===== config.mk =====
export PLATFORM = sky130hd
export DESIGN_NAME = dphh_mix
export DESIGN_NICKNAME = d
export VERILOG_FILES = /design/src/dphh_pkg.sv /design/src/dphh_mix.sv
export SDC_FILE = /design/constraint.sdc
export NUM_CORES = 1
export LEC_CHECK = 0
export BUFFER_PORTS_ARGS = -buffer_cell sky130_fd_sc_hd__buf_4
export CAP_MARGIN = 20
export CORE_UTILIZATION = 55
export DETAILED_ROUTE_END_ITERATION = 10
export PLACE_DENSITY = 0.82
export SLEW_MARGIN = 25
export SYNTH_ARGS = -nofsm -noshare
export SYNTH_HDL_FRONTEND = slang
export SYNTH_SLANG_ARGS = --single-unit

===== constraint.sdc =====
create_clock -name vclk -period 16.7
set_input_delay 3.34 -clock vclk [all_inputs]
set_output_delay 3.34 -clock vclk [all_outputs]
set_load 0.01 [all_outputs]

===== src/dphh_pkg.sv =====
// shared types, constants and register codes for the straight-line drive controller
// no dependencies; every other file depends on this package
`default_nettype none

package dphh_pkg;

    // sizes fixed by the item and register formats
    localparam int POSITION_BITS  = 21;
    localparam int GAIN_FRAC_BITS = 8;
    localparam int WHEEL_COUNT    = 6;
    localparam int TGT_W          = 20;
    localparam int GAIN_W         = 16;
    localparam int MAXP_W         = 7;
    localparam int HEAD_W         = 17;
    localparam int HSUM_W         = 32;
    localparam int CMD_W          = 8;
    localparam int CMD_LIMIT      = 127;
    localparam int CFG_IDX_W      = 3;
    localparam int CFG_DATA_W     = 20;

    // sum of absolute positions and the divide by wheel count
    localparam int SUM_W = POSITION_BITS + 3;
    localparam logic [SUM_W-1:0] RECIP = SUM_W'((64'd1 << SUM_W) / WHEEL_COUNT);
    localparam int CMP_W = (SUM_W > TGT_W + 3) ? SUM_W : TGT_W + 3;

    // distance error path
    localparam int E_W  = TGT_W + 1;
    localparam int D_W  = TGT_W + 2;
    localparam int EP_W = E_W + GAIN_W + 1;
    localparam int DP_W = D_W + GAIN_W + 1;
    localparam int PS_W = DP_W + 1;
    localparam int P_W  = PS_W - GAIN_FRAC_BITS;

    // heading path
    localparam int HD_W  = HEAD_W + 1;
    localparam int HP_W  = HEAD_W + GAIN_W + 1;
    localparam int HDP_W = HD_W + GAIN_W + 1;
    localparam int SP_W  = HSUM_W + GAIN_W + 1;
    localparam int TS_W  = SP_W + 2;
    localparam int T_W   = TS_W - GAIN_FRAC_BITS;

    localparam int MIX_W = ((P_W > T_W) ? P_W : T_W) + 3;

    typedef enum logic [CFG_IDX_W-1:0] {
        REG_TARGET_DISTANCE = 3'd0,
        REG_DISTANCE_KP     = 3'd1,
        REG_DISTANCE_KD     = 3'd2,
        REG_MAX_POWER       = 3'd3,
        REG_HEADING_KP      = 3'd4,
        REG_HEADING_KI      = 3'd5,
        REG_HEADING_KD      = 3'd6,
        REG_REVERSE         = 3'd7
    } cfg_idx_t;

    typedef enum logic {
        ACT_START = 1'b0,
        ACT_TICK  = 1'b1
    } action_t;

    typedef struct packed {
        logic [TGT_W-1:0]  target_distance;
        logic [GAIN_W-1:0] distance_kp;
        logic [GAIN_W-1:0] distance_kd;
        logic [MAXP_W-1:0] max_power;
        logic [GAIN_W-1:0] heading_kp;
        logic [GAIN_W-1:0] heading_ki;
        logic [GAIN_W-1:0] heading_kd;
        logic              reverse;
    } cfg_t;

    typedef struct packed {
        logic                                      action;
        logic [WHEEL_COUNT-1:0][POSITION_BITS-1:0] pos;
        logic [HEAD_W-1:0]                         heading;
    } item_t;

    typedef struct packed {
        logic              action;
        logic [SUM_W-1:0]  sum;
        logic [SUM_W-1:0]  q_est;
        logic [HEAD_W-1:0] heading;
    } front_t;

    typedef struct packed {
        logic              zero;
        logic              fin;
        logic [EP_W-1:0]   ep;
        logic [DP_W-1:0]   dp;
        logic [HP_W-1:0]   hp;
        logic [SP_W-1:0]   sp;
        logic [HDP_W-1:0]  hdp;
    } prod_t;

    typedef struct packed {
        logic [WHEEL_COUNT-1:0][CMD_W-1:0] cmd;
        logic                              fin;
    } res_t;

endpackage

`default_nettype wire


===== src/dphh_mix.sv =====
// mix stage: drive power with clamp and reverse, turn power, six saturated commands
// depends on dphh_pkg
`default_nettype none

module dphh_mix (
    input  dphh_pkg::prod_t prod_in,
    input  dphh_pkg::cfg_t  cfg,
    output dphh_pkg::res_t  res_out
);
    import dphh_pkg::*;

    logic signed [PS_W-1:0]  p_sum;
    logic signed [P_W-1:0]   p;
    logic signed [P_W-1:0]   maxp_s;
    logic signed [P_W-1:0]   p_c;
    logic signed [MIX_W-1:0] p_m;
    logic signed [TS_W-1:0]  t_sum;
    logic signed [T_W-1:0]   t;
    logic signed [MIX_W-1:0] turn;
    logic signed [MIX_W-1:0] pos_turn;
    logic signed [MIX_W-1:0] neg_turn;
    logic signed [MIX_W-1:0] neg_p_pos_turn;
    logic signed [MIX_W-1:0] p_neg_turn;

    function automatic logic [CMD_W-1:0] sat_cmd(input logic signed [MIX_W-1:0] v);
        logic [CMD_W-1:0] r;
        if (v > MIX_W'(CMD_LIMIT))
        begin
            r = CMD_W'(CMD_LIMIT);
        end
        else if (v < -MIX_W'(CMD_LIMIT))
        begin
            r = CMD_W'(-CMD_LIMIT);
        end
        else
        begin
            r = v[CMD_W-1:0];
        end
        return r;
    endfunction

    // floor division by 2^frac is the arithmetic shift, taken as a part-select
    assign p_sum  = PS_W'($signed(prod_in.ep)) + PS_W'($signed(prod_in.dp));
    assign p      = p_sum[PS_W-1:GAIN_FRAC_BITS];
    assign maxp_s = P_W'($signed({1'b0, cfg.max_power}));
    assign p_c    = (p > maxp_s) ? maxp_s : p;
    assign p_m    = cfg.reverse ? -MIX_W'(p_c) : MIX_W'(p_c);

    assign t_sum = TS_W'($signed(prod_in.hp)) + TS_W'($signed(prod_in.sp))
                 + TS_W'($signed(prod_in.hdp));
    assign t     = t_sum[TS_W-1:GAIN_FRAC_BITS];
    assign turn  = -MIX_W'(t);

    assign pos_turn       = p_m + turn;
    assign neg_turn       = -p_m - turn;
    assign neg_p_pos_turn = -p_m + turn;
    assign p_neg_turn     = p_m - turn;

    always_comb
    begin
        if (prod_in.zero)
        begin
            res_out.cmd = '0;
        end
        else
        begin
            res_out.cmd[0] = sat_cmd(pos_turn);
            res_out.cmd[1] = sat_cmd(pos_turn);
            res_out.cmd[2] = sat_cmd(neg_turn);
            res_out.cmd[3] = sat_cmd(neg_p_pos_turn);
            res_out.cmd[4] = sat_cmd(neg_p_pos_turn);
            res_out.cmd[5] = sat_cmd(p_neg_turn);
        end
        res_out.fin = prod_in.fin;
    end

endmodule

`default_nettype wire


==> results.sh <==
export IMPL_clock_buffer_count=0
export IMPL_timing_hold_worst_path_depth=0
export IMPL_gp_congestion=1.08
export IMPL_core_mm2=0.0365
export IMPL_global_route_usage_met1_pct=53.5
export IMPL_die_x_um=195
export IMPL_finalCriticalPeriod_ns=17.11
export IMPL_postSynthNetCount=3568
export IMPL_timing_critical_path_to_type="output pin"
export IMPL_rsz0062_at_grt="yes"
export IMPL_most_common_cell_after_layout_fill_and_taps_aside="buf_4"
export IMPL_numSequentialCells=0
export IMPL_p_r_area_growth_vs_syn_pct=39.6
export IMPL_num_antenna_cells=0
export IMPL_synthesis_instances=2936
export IMPL_port_buffer_count=252
export IMPL_fmax_mhz=58.4
export IMPL_holdCritPathClass="input port to output pin"
export IMPL_layout_utilization_pct=77.9
export IMPL_leakage_uw=0.0130
export IMPL_postLayoutCellArea_mm2=0.0285
export IMPL_irDropWorstVdd_uv=109
export IMPL_critPathMaxStageDelay_ns=0.55
export IMPL_slack_of_the_critical_path_ns=-0.409
export IMPL_worst_hold_path_endpoint="res_out[0]"
export IMPL_vias_per_cell=6.38
export IMPL_row_cnt=70
export IMPL_first_pass_grt_wire_length_um=132000
export IMPL_route_antenna_remaining_nets=0
export IMPL_gr_layer_usage_met3_pct=5.97
export IMPL_vias_in_the_first_global_route=25900
export IMPL_max_cap_violations=0
export IMPL_post_place_ws_ns=-1.10
export IMPL_timing_critical_path_fanout_max=6
export IMPL_min_period_over_period_pct=102
export IMPL_worst_path_most_repeated_cell="buf_4"
export IMPL_busiest_layer="met2"
export IMPL_grt_antenna_before_repair=1
export IMPL_pwr_dens_mw_per_mm2=195
export IMPL_report_power_total_uw=5540
export IMPL_timing_critical_path_buf_inv=12
export IMPL_setup_violations_final=23
export IMPL_arrival_time_of_data_at_the_critical_path_endpoint_ns=13.77
export IMPL_seqCellArea_um2=0
export IMPL_maxSlewHeadroom_pct=43.8
export IMPL_global_route_overflow_total=0
export IMPL_design_final_nets=4339
export IMPL_mostFrequentLayoutCells="buf_4, nor2_1, a21oi_1, ha_1, xnor2_1"
export IMPL_synth_top_cells_by_area="ha_1, xnor2_1, a21oi_1, fa_1, nor2_1"
export IMPL_status="finished with violations"
export IMPL_detailedRoute_firstIterationViolations=2440
export IMPL_detailroute_via_count=26600
export IMPL_yosysWarningCount=0
export IMPL_floorplan_initialDensity_pct=55.8
export IMPL_floorplan_die_height_um=195
export IMPL_hpwlAfterDp_um=70000
export IMPL_worst_slew_pin_transition_ns=0.843
export IMPL_synth_yosys_seq_area_share_pct=0
export IMPL_violations="negative setup slack"
export IMPL_cp_start_kind="input port"
export IMPL_design_die_area_mm2=0.0378
export IMPL_syn_area_mm2=0.0204
export IMPL_synthDominantCellAreaShare_pct=16.9
export IMPL_grt_use_total_pct=42.0
export IMPL_min_delay_start="prod_in[195]"
export IMPL_wl_per_cell_um=20.1
export IMPL_firstDrtPassIters=7
export IMPL_timing_final_hold_violations=0
export IMPL_grt_max_degree=62
export IMPL_detailed_place_area_mm2=0.0272
export IMPL_totalWireLength_um=83800
export IMPL_final_max_slew_viol_count=0
export IMPL_critical_path_class="input port to output pin"
export IMPL_cts_hold_buffers=0
export IMPL_synth_cell_type_count=110
export IMPL_crit_slowest_cell="or4bb_1"
export IMPL_global_route_usage_met2_pct=71.7
export IMPL_drc_errors=0
export IMPL_syn_area_per_cell_um2=6.94
export IMPL_ios=354
export IMPL_library_cell_with_the_largest_summed_area_after_synthesis="ha_1"
export IMPL_path_delay_family="compound AO/OA/AOI/OAI gates"
export IMPL_drive_above_1_share_pct=31.3
export IMPL_required_ns=13.36
-- stage by stage --
| step | instances | TNS, ns | hold slack [ns] |
|---|---|---|---|
| after detailed placement | 4137 | -23.73 | 6.68 |
| after global placement | 4137 | -19.28 | 6.68 |
| after CTS | 4160 | -1.40 | 6.68 |
| final | 4173 | -8.26 | 6.68 |
| after floorplan | 2936 | -2.09 | 6.77 |
| after global routing | 4173 | -24.14 | 6.68 |
-- power breakdown --
group | internal (µW) | switching [µW] | leakage [µW]
clock network | 0 | 0 | 0
logic | 2400 | 3130 | 0.0130
registers | 0 | 0 | 0
-- kinds of logic (layout without fill, tap and decap cells) --
| family | Yosys count | in the layout | synth area share [%] |
|---|---|---|---|
| compound gates | 925 | 925 | 30.1 |
| fa+ha+maj | 327 | 327 | 22.0 |
| buf+inv | 321 | 1090 | 6.60 |
| mux | 24 | 24 | 1.23 |
| xor+xnor | 307 | 307 | 13.3 |
| simple gates | 1032 | 1032 | 26.7 |
-- synth_stat cells, drive strengths merged, types with 13 or more instances --
master	number
a211oi	40
nor2b	30
clkbuf	87
inv	188
or2	21
and3	36
ha	275
and4	18
or3	30
nand4	47
nand2b	49
nand2	168
a31oi	39
o21bai	50
or4	19
o21ai	166
o31ai	43
nor4b	13
a21oi	291
o211ai	21
xnor2	223
nand3	84
and2	35
o31a	13
a211o	14
mux2i	18
buf	43
nor3	104
nor4	61
fa	52
xor2	83
o21a	40
nor2	274
a21o	80
-- per-layer routing --
layer	vias up	share of wire (%)
li1	12300	-
met5	-	0.016
met4	2	4.6
met2	1567	45
met1	12400	41
met3	335	9.2
-- worst max path at each step --
| stage | startpoint | end | slack, ns | depth (start not counted) |
|---|---|---|---|---|
| finish | prod_in[120] | res_out[23] | -0.41 | 57 |
| global route | prod_in[159] | res_out[28] | -0.93 | 58 |
| CTS | prod_in[158] | res_out[39] | -0.13 | 57 |
| detailed placement | prod_in[122] | res_out[39] | -1.10 | 53 |
| global placement | prod_in[122] | res_out[35] | -0.93 | 53 |
| floorplan | prod_in[126] | res_out[34] | -0.26 | 54 |
-- final cells by class --
| cell class | count | area, µm² |
|---|---|---|
| Tap cell | 468 | 586 |
| Timing Repair Buffer | 899 | 6800 |
| Fill cell | 2709 | 8070 |
| Multi-Input combinational cell | 2615 | 20300 |
| Inverter | 191 | 719 |
-- repair_timing --
| item | in CTS | in global routing |
|---|---|---|
| pin swaps | 74 | 35 |
| setup endpoints to repair | 38 | 48 |
| resized for setup | 116 | 74 |
| setup buffers | 23 | 13 |
(Power assumes the default switching activity.)
