<file path="src/dphh_pkg.sv">
// shared types, constants and register codes for the straight-line drive controller
// no dependencies; every other file depends on this package
`default_nettype none

package dphh_pkg;

    // sizes fixed by the item and register formats
    localparam int POSITION_BITS  = 21;
    localparam int GAIN_FRAC_BITS = 8;
    localparam int WHEEL_COUNT    = 6;
    localparam int TGT_W          = 20;
    localparam int GAIN_W         = 16;
    localparam int MAXP_W         = 7;
    localparam int HEAD_W         = 17;
    localparam int HSUM_W         = 32;
    localparam int CMD_W          = 8;
    localparam int CMD_LIMIT      = 127;
    localparam int CFG_IDX_W      = 3;
    localparam int CFG_DATA_W     = 20;

    // sum of absolute positions and the divide by wheel count
    localparam int SUM_W = POSITION_BITS + 3;
    localparam logic [SUM_W-1:0] RECIP = SUM_W'((64'd1 << SUM_W) / WHEEL_COUNT);
    localparam int CMP_W = (SUM_W > TGT_W + 3) ? SUM_W : TGT_W + 3;

    // distance error path
    localparam int E_W  = TGT_W + 1;
    localparam int D_W  = TGT_W + 2;
    localparam int EP_W = E_W + GAIN_W + 1;
    localparam int DP_W = D_W + GAIN_W + 1;
    localparam int PS_W = DP_W + 1;
    localparam int P_W  = PS_W - GAIN_FRAC_BITS;

    // heading path
    localparam int HD_W  = HEAD_W + 1;
    localparam int HP_W  = HEAD_W + GAIN_W + 1;
    localparam int HDP_W = HD_W + GAIN_W + 1;
    localparam int SP_W  = HSUM_W + GAIN_W + 1;
    localparam int TS_W  = SP_W + 2;
    localparam int T_W   = TS_W - GAIN_FRAC_BITS;

    localparam int MIX_W = ((P_W > T_W) ? P_W : T_W) + 3;

    typedef enum logic [CFG_IDX_W-1:0] {
        REG_TARGET_DISTANCE = 3'd0,
        REG_DISTANCE_KP     = 3'd1,
        REG_DISTANCE_KD     = 3'd2,
        REG_MAX_POWER       = 3'd3,
        REG_HEADING_KP      = 3'd4,
        REG_HEADING_KI      = 3'd5,
        REG_HEADING_KD      = 3'd6,
        REG_REVERSE         = 3'd7
    } cfg_idx_t;

    typedef enum logic {
        ACT_START = 1'b0,
        ACT_TICK  = 1'b1
    } action_t;

    typedef struct packed {
        logic [TGT_W-1:0]  target_distance;
        logic [GAIN_W-1:0] distance_kp;
        logic [GAIN_W-1:0] distance_kd;
        logic [MAXP_W-1:0] max_power;
        logic [GAIN_W-1:0] heading_kp;
        logic [GAIN_W-1:0] heading_ki;
        logic [GAIN_W-1:0] heading_kd;
        logic              reverse;
    } cfg_t;

    typedef struct packed {
        logic                                      action;
        logic [WHEEL_COUNT-1:0][POSITION_BITS-1:0] pos;
        logic [HEAD_W-1:0]                         heading;
    } item_t;

    typedef struct packed {
        logic              action;
        logic [SUM_W-1:0]  sum;
        logic [SUM_W-1:0]  q_est;
        logic [HEAD_W-1:0] heading;
    } front_t;

    typedef struct packed {
        logic              zero;
        logic              fin;
        logic [EP_W-1:0]   ep;
        logic [DP_W-1:0]   dp;
        logic [HP_W-1:0]   hp;
        logic [SP_W-1:0]   sp;
        logic [HDP_W-1:0]  hdp;
    } prod_t;

    typedef struct packed {
        logic [WHEEL_COUNT-1:0][CMD_W-1:0] cmd;
        logic                              fin;
    } res_t;

endpackage

`default_nettype wire

</file>
<file path="src/dphh_front.sv">
// front stage: sum of absolute encoder positions and quotient estimate by wheel count
// depends on dphh_pkg
`default_nettype none

module dphh_front (
    input  dphh_pkg::item_t  item_in,
    output dphh_pkg::front_t front_out
);
    import dphh_pkg::*;

    logic [WHEEL_COUNT-1:0][POSITION_BITS-1:0] mag;
    logic [SUM_W-1:0]                          sum;
    logic [2*SUM_W-1:0]                        prod;

    always_comb
    begin
        for (int w = 0; w < WHEEL_COUNT; w++)
        begin
            // the most negative value maps to its unsigned magnitude
            mag[w] = item_in.pos[w][POSITION_BITS-1] ? (~item_in.pos[w] + 1'b1)
                                                     : item_in.pos[w];
        end
    end

    always_comb
    begin
        sum = '0;
        for (int w = 0; w < WHEEL_COUNT; w++)
        begin
            sum = sum + SUM_W'(mag[w]);
        end
    end

    // floor reciprocal: estimate is the true quotient or one below it
    assign prod = (2*SUM_W)'(sum) * (2*SUM_W)'(RECIP);

    assign front_out.action  = item_in.action;
    assign front_out.sum     = sum;
    assign front_out.q_est   = prod[2*SUM_W-1:SUM_W];
    assign front_out.heading = item_in.heading;

endmodule

`default_nettype wire

</file>
<file path="config.mk">
export PLATFORM = sky130hd
export DESIGN_NAME = dphh_front
export DESIGN_NICKNAME = d
export VERILOG_FILES = /design/src/dphh_pkg.sv /design/src/dphh_front.sv
export SDC_FILE = /design/constraint.sdc
export NUM_CORES = 1
export LEC_CHECK = 0
export BUFFER_PORTS_ARGS = -buffer_cell sky130_fd_sc_hd__buf_2
export CAP_MARGIN = 15
export CORE_UTILIZATION = 43
export DETAILED_ROUTE_END_ITERATION = 12
export GPL_TIMING_DRIVEN = 0
export PLACE_DENSITY = 0.67
export SYNTH_ARGS = -nofsm -noshare
export SYNTH_HDL_FRONTEND = slang
export SYNTH_SLANG_ARGS = --single-unit
</file>
<file path="constraint.sdc">
create_clock -name vclk -period 35
set_input_delay 3.5 -clock vclk [all_inputs]
set_output_delay 3.5 -clock vclk [all_outputs]
set_load 0.01 [all_outputs]
</file>
==> report_table.html <==
<table>
<tr><th>Metric</th><th>Value</th></tr>
<tr><th colspan="2">Status</th></tr>
<tr><td>Status</td><td>finished, final reports clean</td></tr>
<tr><th colspan="2">Worst setup path</th></tr>
<tr><td>CP peak stage delay</td><td>0.92 ns</td></tr>
<tr><td>Type of the worst setup path</td><td>input pin to output pin</td></tr>
<tr><td>Cell seen most often among critical-path stages</td><td>sky130_fd_sc_hd__fa_1</td></tr>
<tr><td>Largest driver fanout on the critical path</td><td>9</td></tr>
<tr><td>Worst Path Required</td><td>31.50 ns</td></tr>
<tr><td>Library cell contributing the largest single delay on the critical path</td><td>sky130_fd_sc_hd__nor3_1</td></tr>
<tr><td>Type of destination of the critical path</td><td>output pin</td></tr>
<tr><td>Crit path DAT</td><td>15.80 ns</td></tr>
<tr><td>Type of element launching the critical path</td><td>input pin</td></tr>
<tr><th colspan="2">Floorplan</th></tr>
<tr><td>Vert. Die Dim</td><td>186 um</td></tr>
<tr><td>Core box area</td><td>33,400 um^2</td></tr>
<tr><td>Std cell rows</td><td>67</td></tr>
<tr><td>Initial core utilization</td><td>43.6%</td></tr>
<tr><td>Area of the die</td><td>34,600 um^2</td></tr>
<tr><td>Die width</td><td>186 um</td></tr>
<tr><td>I/O Pins</td><td>210</td></tr>
<tr><th colspan="2">Timing</th></tr>
<tr><td>Peak Freq</td><td>51.8 MHz</td></tr>
<tr><td>Slew at the pin closest to its max-slew limit</td><td>1.15 ns</td></tr>
<tr><td>Final Max Slew Viols</td><td>0</td></tr>
<tr><td>Hold Fails Final Rpt</td><td>0</td></tr>
<tr><td>Max-slew headroom at the worst pin</td><td>23.1%</td></tr>
<tr><td>Setup TNS after final layout</td><td>0 ns</td></tr>
<tr><td>Final count of negative-setup-slack endpoints</td><td>0</td></tr>
<tr><td>Worst-case hold slack</td><td>7.18 ns</td></tr>
<tr><td>Setup repair after global routing missed its margin</td><td>no</td></tr>
<tr><td>Post-route fraction of the period consumed by the critical path</td><td>55.1%</td></tr>
<tr><td>Tmin final</td><td>19.30 ns</td></tr>
<tr><th colspan="2">Global route</th></tr>
<tr><td>Vias in the first global route</td><td>11,381</td></tr>
<tr><td>Global route total overflow</td><td>0</td></tr>
<tr><td>Number of antenna violations at the first check in global routing</td><td>0</td></tr>
<tr><td>Global-route wire length before repair</td><td>60.5 mm</td></tr>
<tr><td>Maximum number of pins on one net before global-route repair</td><td>11</td></tr>
<tr><td>Global-route total usage across every layer</td><td>22.6%</td></tr>
<tr><th colspan="2">Synthesis</th></tr>
<tr><td>Largest cells by area after synthesis</td><td>sky130_fd_sc_hd__fa_1 35%, sky130_fd_sc_hd__ha_1 19%, sky130_fd_sc_hd__inv_1 10%</td></tr>
<tr><td>Cell accounting for the most synthesized area</td><td>sky130_fd_sc_hd__fa_1</td></tr>
<tr><td>Distinct cell type count after synthesis</td><td>66</td></tr>
<tr><td>Post-synthesis average cell area</td><td>8.75 um^2</td></tr>
<tr><td>Synthesized instance count</td><td>1,665</td></tr>
<tr><td>Post-synthesis sequential area ratio</td><td>0%</td></tr>
<tr><td>Post-synthesis cell area</td><td>14,600 um^2</td></tr>
<tr><td>Top cell type's share of synthesized area</td><td>35.2%</td></tr>
<tr><td>Total of warnings raised by yosys</td><td>0</td></tr>
<tr><th colspan="2">Min path</th></tr>
<tr><td>Worst Hold Class</td><td>input pin to output pin</td></tr>
<tr><th colspan="2">Placement</th></tr>
<tr><td>Port Buffer Count</td><td>190</td></tr>
<tr><td>DP HPWL</td><td>36.2 mm</td></tr>
<tr><td>Routability Congestion</td><td>0.924</td></tr>
<tr><td>Placed insts</td><td>2,305</td></tr>
<tr><th colspan="2">Finish</th></tr>
<tr><td>Total number of nets in the final design</td><td>2,484</td></tr>
<tr><td>Layout sequential cell count</td><td>0</td></tr>
<tr><td>Finished Layout Cells</td><td>2,305</td></tr>
<tr><td>Fill count</td><td>3,261</td></tr>
<tr><td>Seq. cell area</td><td>0 um^2</td></tr>
<tr><td>Layout cells sized above 1</td><td>12.4%</td></tr>
<tr><td>Post-synthesis to final-layout area growth</td><td>10.5%</td></tr>
<tr><td>Diodes inserted</td><td>0</td></tr>
<tr><td>Clkbuf count</td><td>0</td></tr>
<tr><td>Multi-input gate area in the final layout</td><td>12,800 um^2</td></tr>
<tr><th colspan="2">Clocking</th></tr>
<tr><td>PostCTS Resize Cnt</td><td>0</td></tr>
<tr><td>Cts-stage hold buffer count</td><td>0</td></tr>
<tr><td>Postcts setup bufs</td><td>0</td></tr>
<tr><th colspan="2">Detailed routing</th></tr>
<tr><td>Vias per Instance</td><td>5.30</td></tr>
<tr><td>DRC violation count after routing</td><td>0</td></tr>
<tr><td>Routed via count</td><td>12,223</td></tr>
<tr><td>Total detailed-routing wirelength</td><td>39.4 mm</td></tr>
<tr><td>Violation count after the first detailed-routing iteration</td><td>908</td></tr>
<tr><td>Number of nets still failing antenna checks after routing</td><td>0</td></tr>
<tr><td>1st-pass router iterations</td><td>5</td></tr>
<tr><td>WL/cell</td><td>17.1 um</td></tr>
<tr><th colspan="2">Job</th></tr>
<tr><td>Max Cap Violations</td><td>0</td></tr>
</table>
cells by family after synthesis:
logic type / Yosys count / synth area share, %
AOI/OAI and AO/OA: 275 / 12.6
xor gates and xnor gates: 161 / 9.73
adders and majority gates: 481 / 54.5
buffers and inverters: 446 / 12.1
muxes: 10 / 0.738
other: 1 / 0.0257
and+or+nand+nor: 291 / 10.4
Yosys cell counts, types with 4 or more instances:
master	number
sky130_fd_sc_hd__a2111oi_0	5
sky130_fd_sc_hd__a211o_1	4
sky130_fd_sc_hd__a211oi_1	14
sky130_fd_sc_hd__a21o_1	22
sky130_fd_sc_hd__a21oi_1	59
sky130_fd_sc_hd__a31oi_1	6
sky130_fd_sc_hd__and2_1	11
sky130_fd_sc_hd__and3_1	7
sky130_fd_sc_hd__buf_4	20
sky130_fd_sc_hd__clkbuf_1	29
sky130_fd_sc_hd__fa_1	256
sky130_fd_sc_hd__ha_1	225
sky130_fd_sc_hd__inv_1	393
sky130_fd_sc_hd__mux2i_1	7
sky130_fd_sc_hd__nand2_1	91
sky130_fd_sc_hd__nand2b_1	20
sky130_fd_sc_hd__nand3_1	16
sky130_fd_sc_hd__nand4_1	14
sky130_fd_sc_hd__nor2_1	40
sky130_fd_sc_hd__nor2b_1	7
sky130_fd_sc_hd__nor3_1	18
sky130_fd_sc_hd__nor4_1	9
sky130_fd_sc_hd__o211ai_1	7
sky130_fd_sc_hd__o21a_1	11
sky130_fd_sc_hd__o21ai_0	64
sky130_fd_sc_hd__o21bai_1	8
sky130_fd_sc_hd__o31ai_1	35
sky130_fd_sc_hd__o41ai_1	15
sky130_fd_sc_hd__or2_2	4
sky130_fd_sc_hd__or3_1	19
sky130_fd_sc_hd__or4_1	21
sky130_fd_sc_hd__xnor2_1	130
sky130_fd_sc_hd__xor2_1	30
area by class of cell:
| cell class | count | area share, % |
|---|---|---|
| multi-input combinational | 1220 | 79.6 |
| tap | 448 | 3.48 |
| inverter | 393 | 9.16 |
| buffer | 53 | 1.79 |
| timing repair buffer | 191 | 5.95 |
cell usage in the layout, fill, tap and decap left out, types with 3 or more instances in the layout:
master,instances
sky130_fd_sc_hd__a2111oi_0,5
sky130_fd_sc_hd__a211o_1,4
sky130_fd_sc_hd__a211oi_1,13
sky130_fd_sc_hd__a21boi_0,3
sky130_fd_sc_hd__a21o_1,22
sky130_fd_sc_hd__a21oi_1,59
sky130_fd_sc_hd__a31oi_1,6
sky130_fd_sc_hd__and2_1,11
sky130_fd_sc_hd__and3_1,7
sky130_fd_sc_hd__buf_2,190
sky130_fd_sc_hd__buf_4,21
sky130_fd_sc_hd__clkbuf_1,29
sky130_fd_sc_hd__fa_1,256
sky130_fd_sc_hd__ha_1,225
sky130_fd_sc_hd__inv_1,393
sky130_fd_sc_hd__mux2i_1,7
sky130_fd_sc_hd__nand2_1,91
sky130_fd_sc_hd__nand2b_1,20
sky130_fd_sc_hd__nand3_1,16
sky130_fd_sc_hd__nand4_1,14
sky130_fd_sc_hd__nor2_1,40
sky130_fd_sc_hd__nor2b_1,7
sky130_fd_sc_hd__nor3_1,18
sky130_fd_sc_hd__nor4_1,9
sky130_fd_sc_hd__o211ai_1,7
sky130_fd_sc_hd__o21a_1,11
sky130_fd_sc_hd__o21ai_0,64
sky130_fd_sc_hd__o21bai_1,8
sky130_fd_sc_hd__o311ai_0,3
sky130_fd_sc_hd__o31ai_1,35
sky130_fd_sc_hd__o41ai_1,15
sky130_fd_sc_hd__or2_2,4
sky130_fd_sc_hd__or3_1,19
sky130_fd_sc_hd__or4_1,21
sky130_fd_sc_hd__or4b_1,3
sky130_fd_sc_hd__xnor2_1,129
sky130_fd_sc_hd__xor2_1,30
worst max-delay path, delay by kind of cell:
| kind | cells | cell delay [ns] |
|---|---|---|
| AND/OR/NAND/NOR | 6 | 2.42 |
| multiplexers | 1 | 0.34 |
| AO/OA/AOI/OAI | 9 | 2.79 |
| buffers and inverters | 10 | 1.23 |
| adder cells (fa/ha/maj) | 12 | 5.28 |
| XOR/XNOR | 1 | 0.22 |
layer usage:
layer  routed length [um]  vias to the layer above  global-route usage (%)
met2                18600                      352                    36.4
met1                18200                     6054                    34.3
met4                  411                        0                    2.16
li1                     -                     5790                       -
met3                 2200                       27                    1.41
met5                    0                        -                       0
path summary, 6_finish.rpt:
path | slack (ns) | end | from | depth (start not counted)
setup / recovery | 15.70 | front_out[36] | item_in[40] | 39
hold / removal | 7.18 | front_out[5] | item_in[5] | 2
per-stage QoR:
stage / area [um^2] / util [%] / setup WS [ns]
2_1_floorplan: 14600 / - / 17.36
3_3_place_gp: 16100 / 48.1 / 15.65
3_5_place_dp: 16100 / 48.2 / 15.76
4_1_cts: 16100 / 48.2 / 15.72
5_1_grt: 16100 / 48.2 / 15.14
6_report: 16100 / 48.2 / 15.70
Power is not shown: default switching activity piles up to over one toggle a cycle in this logic, so the estimate is an artifact.
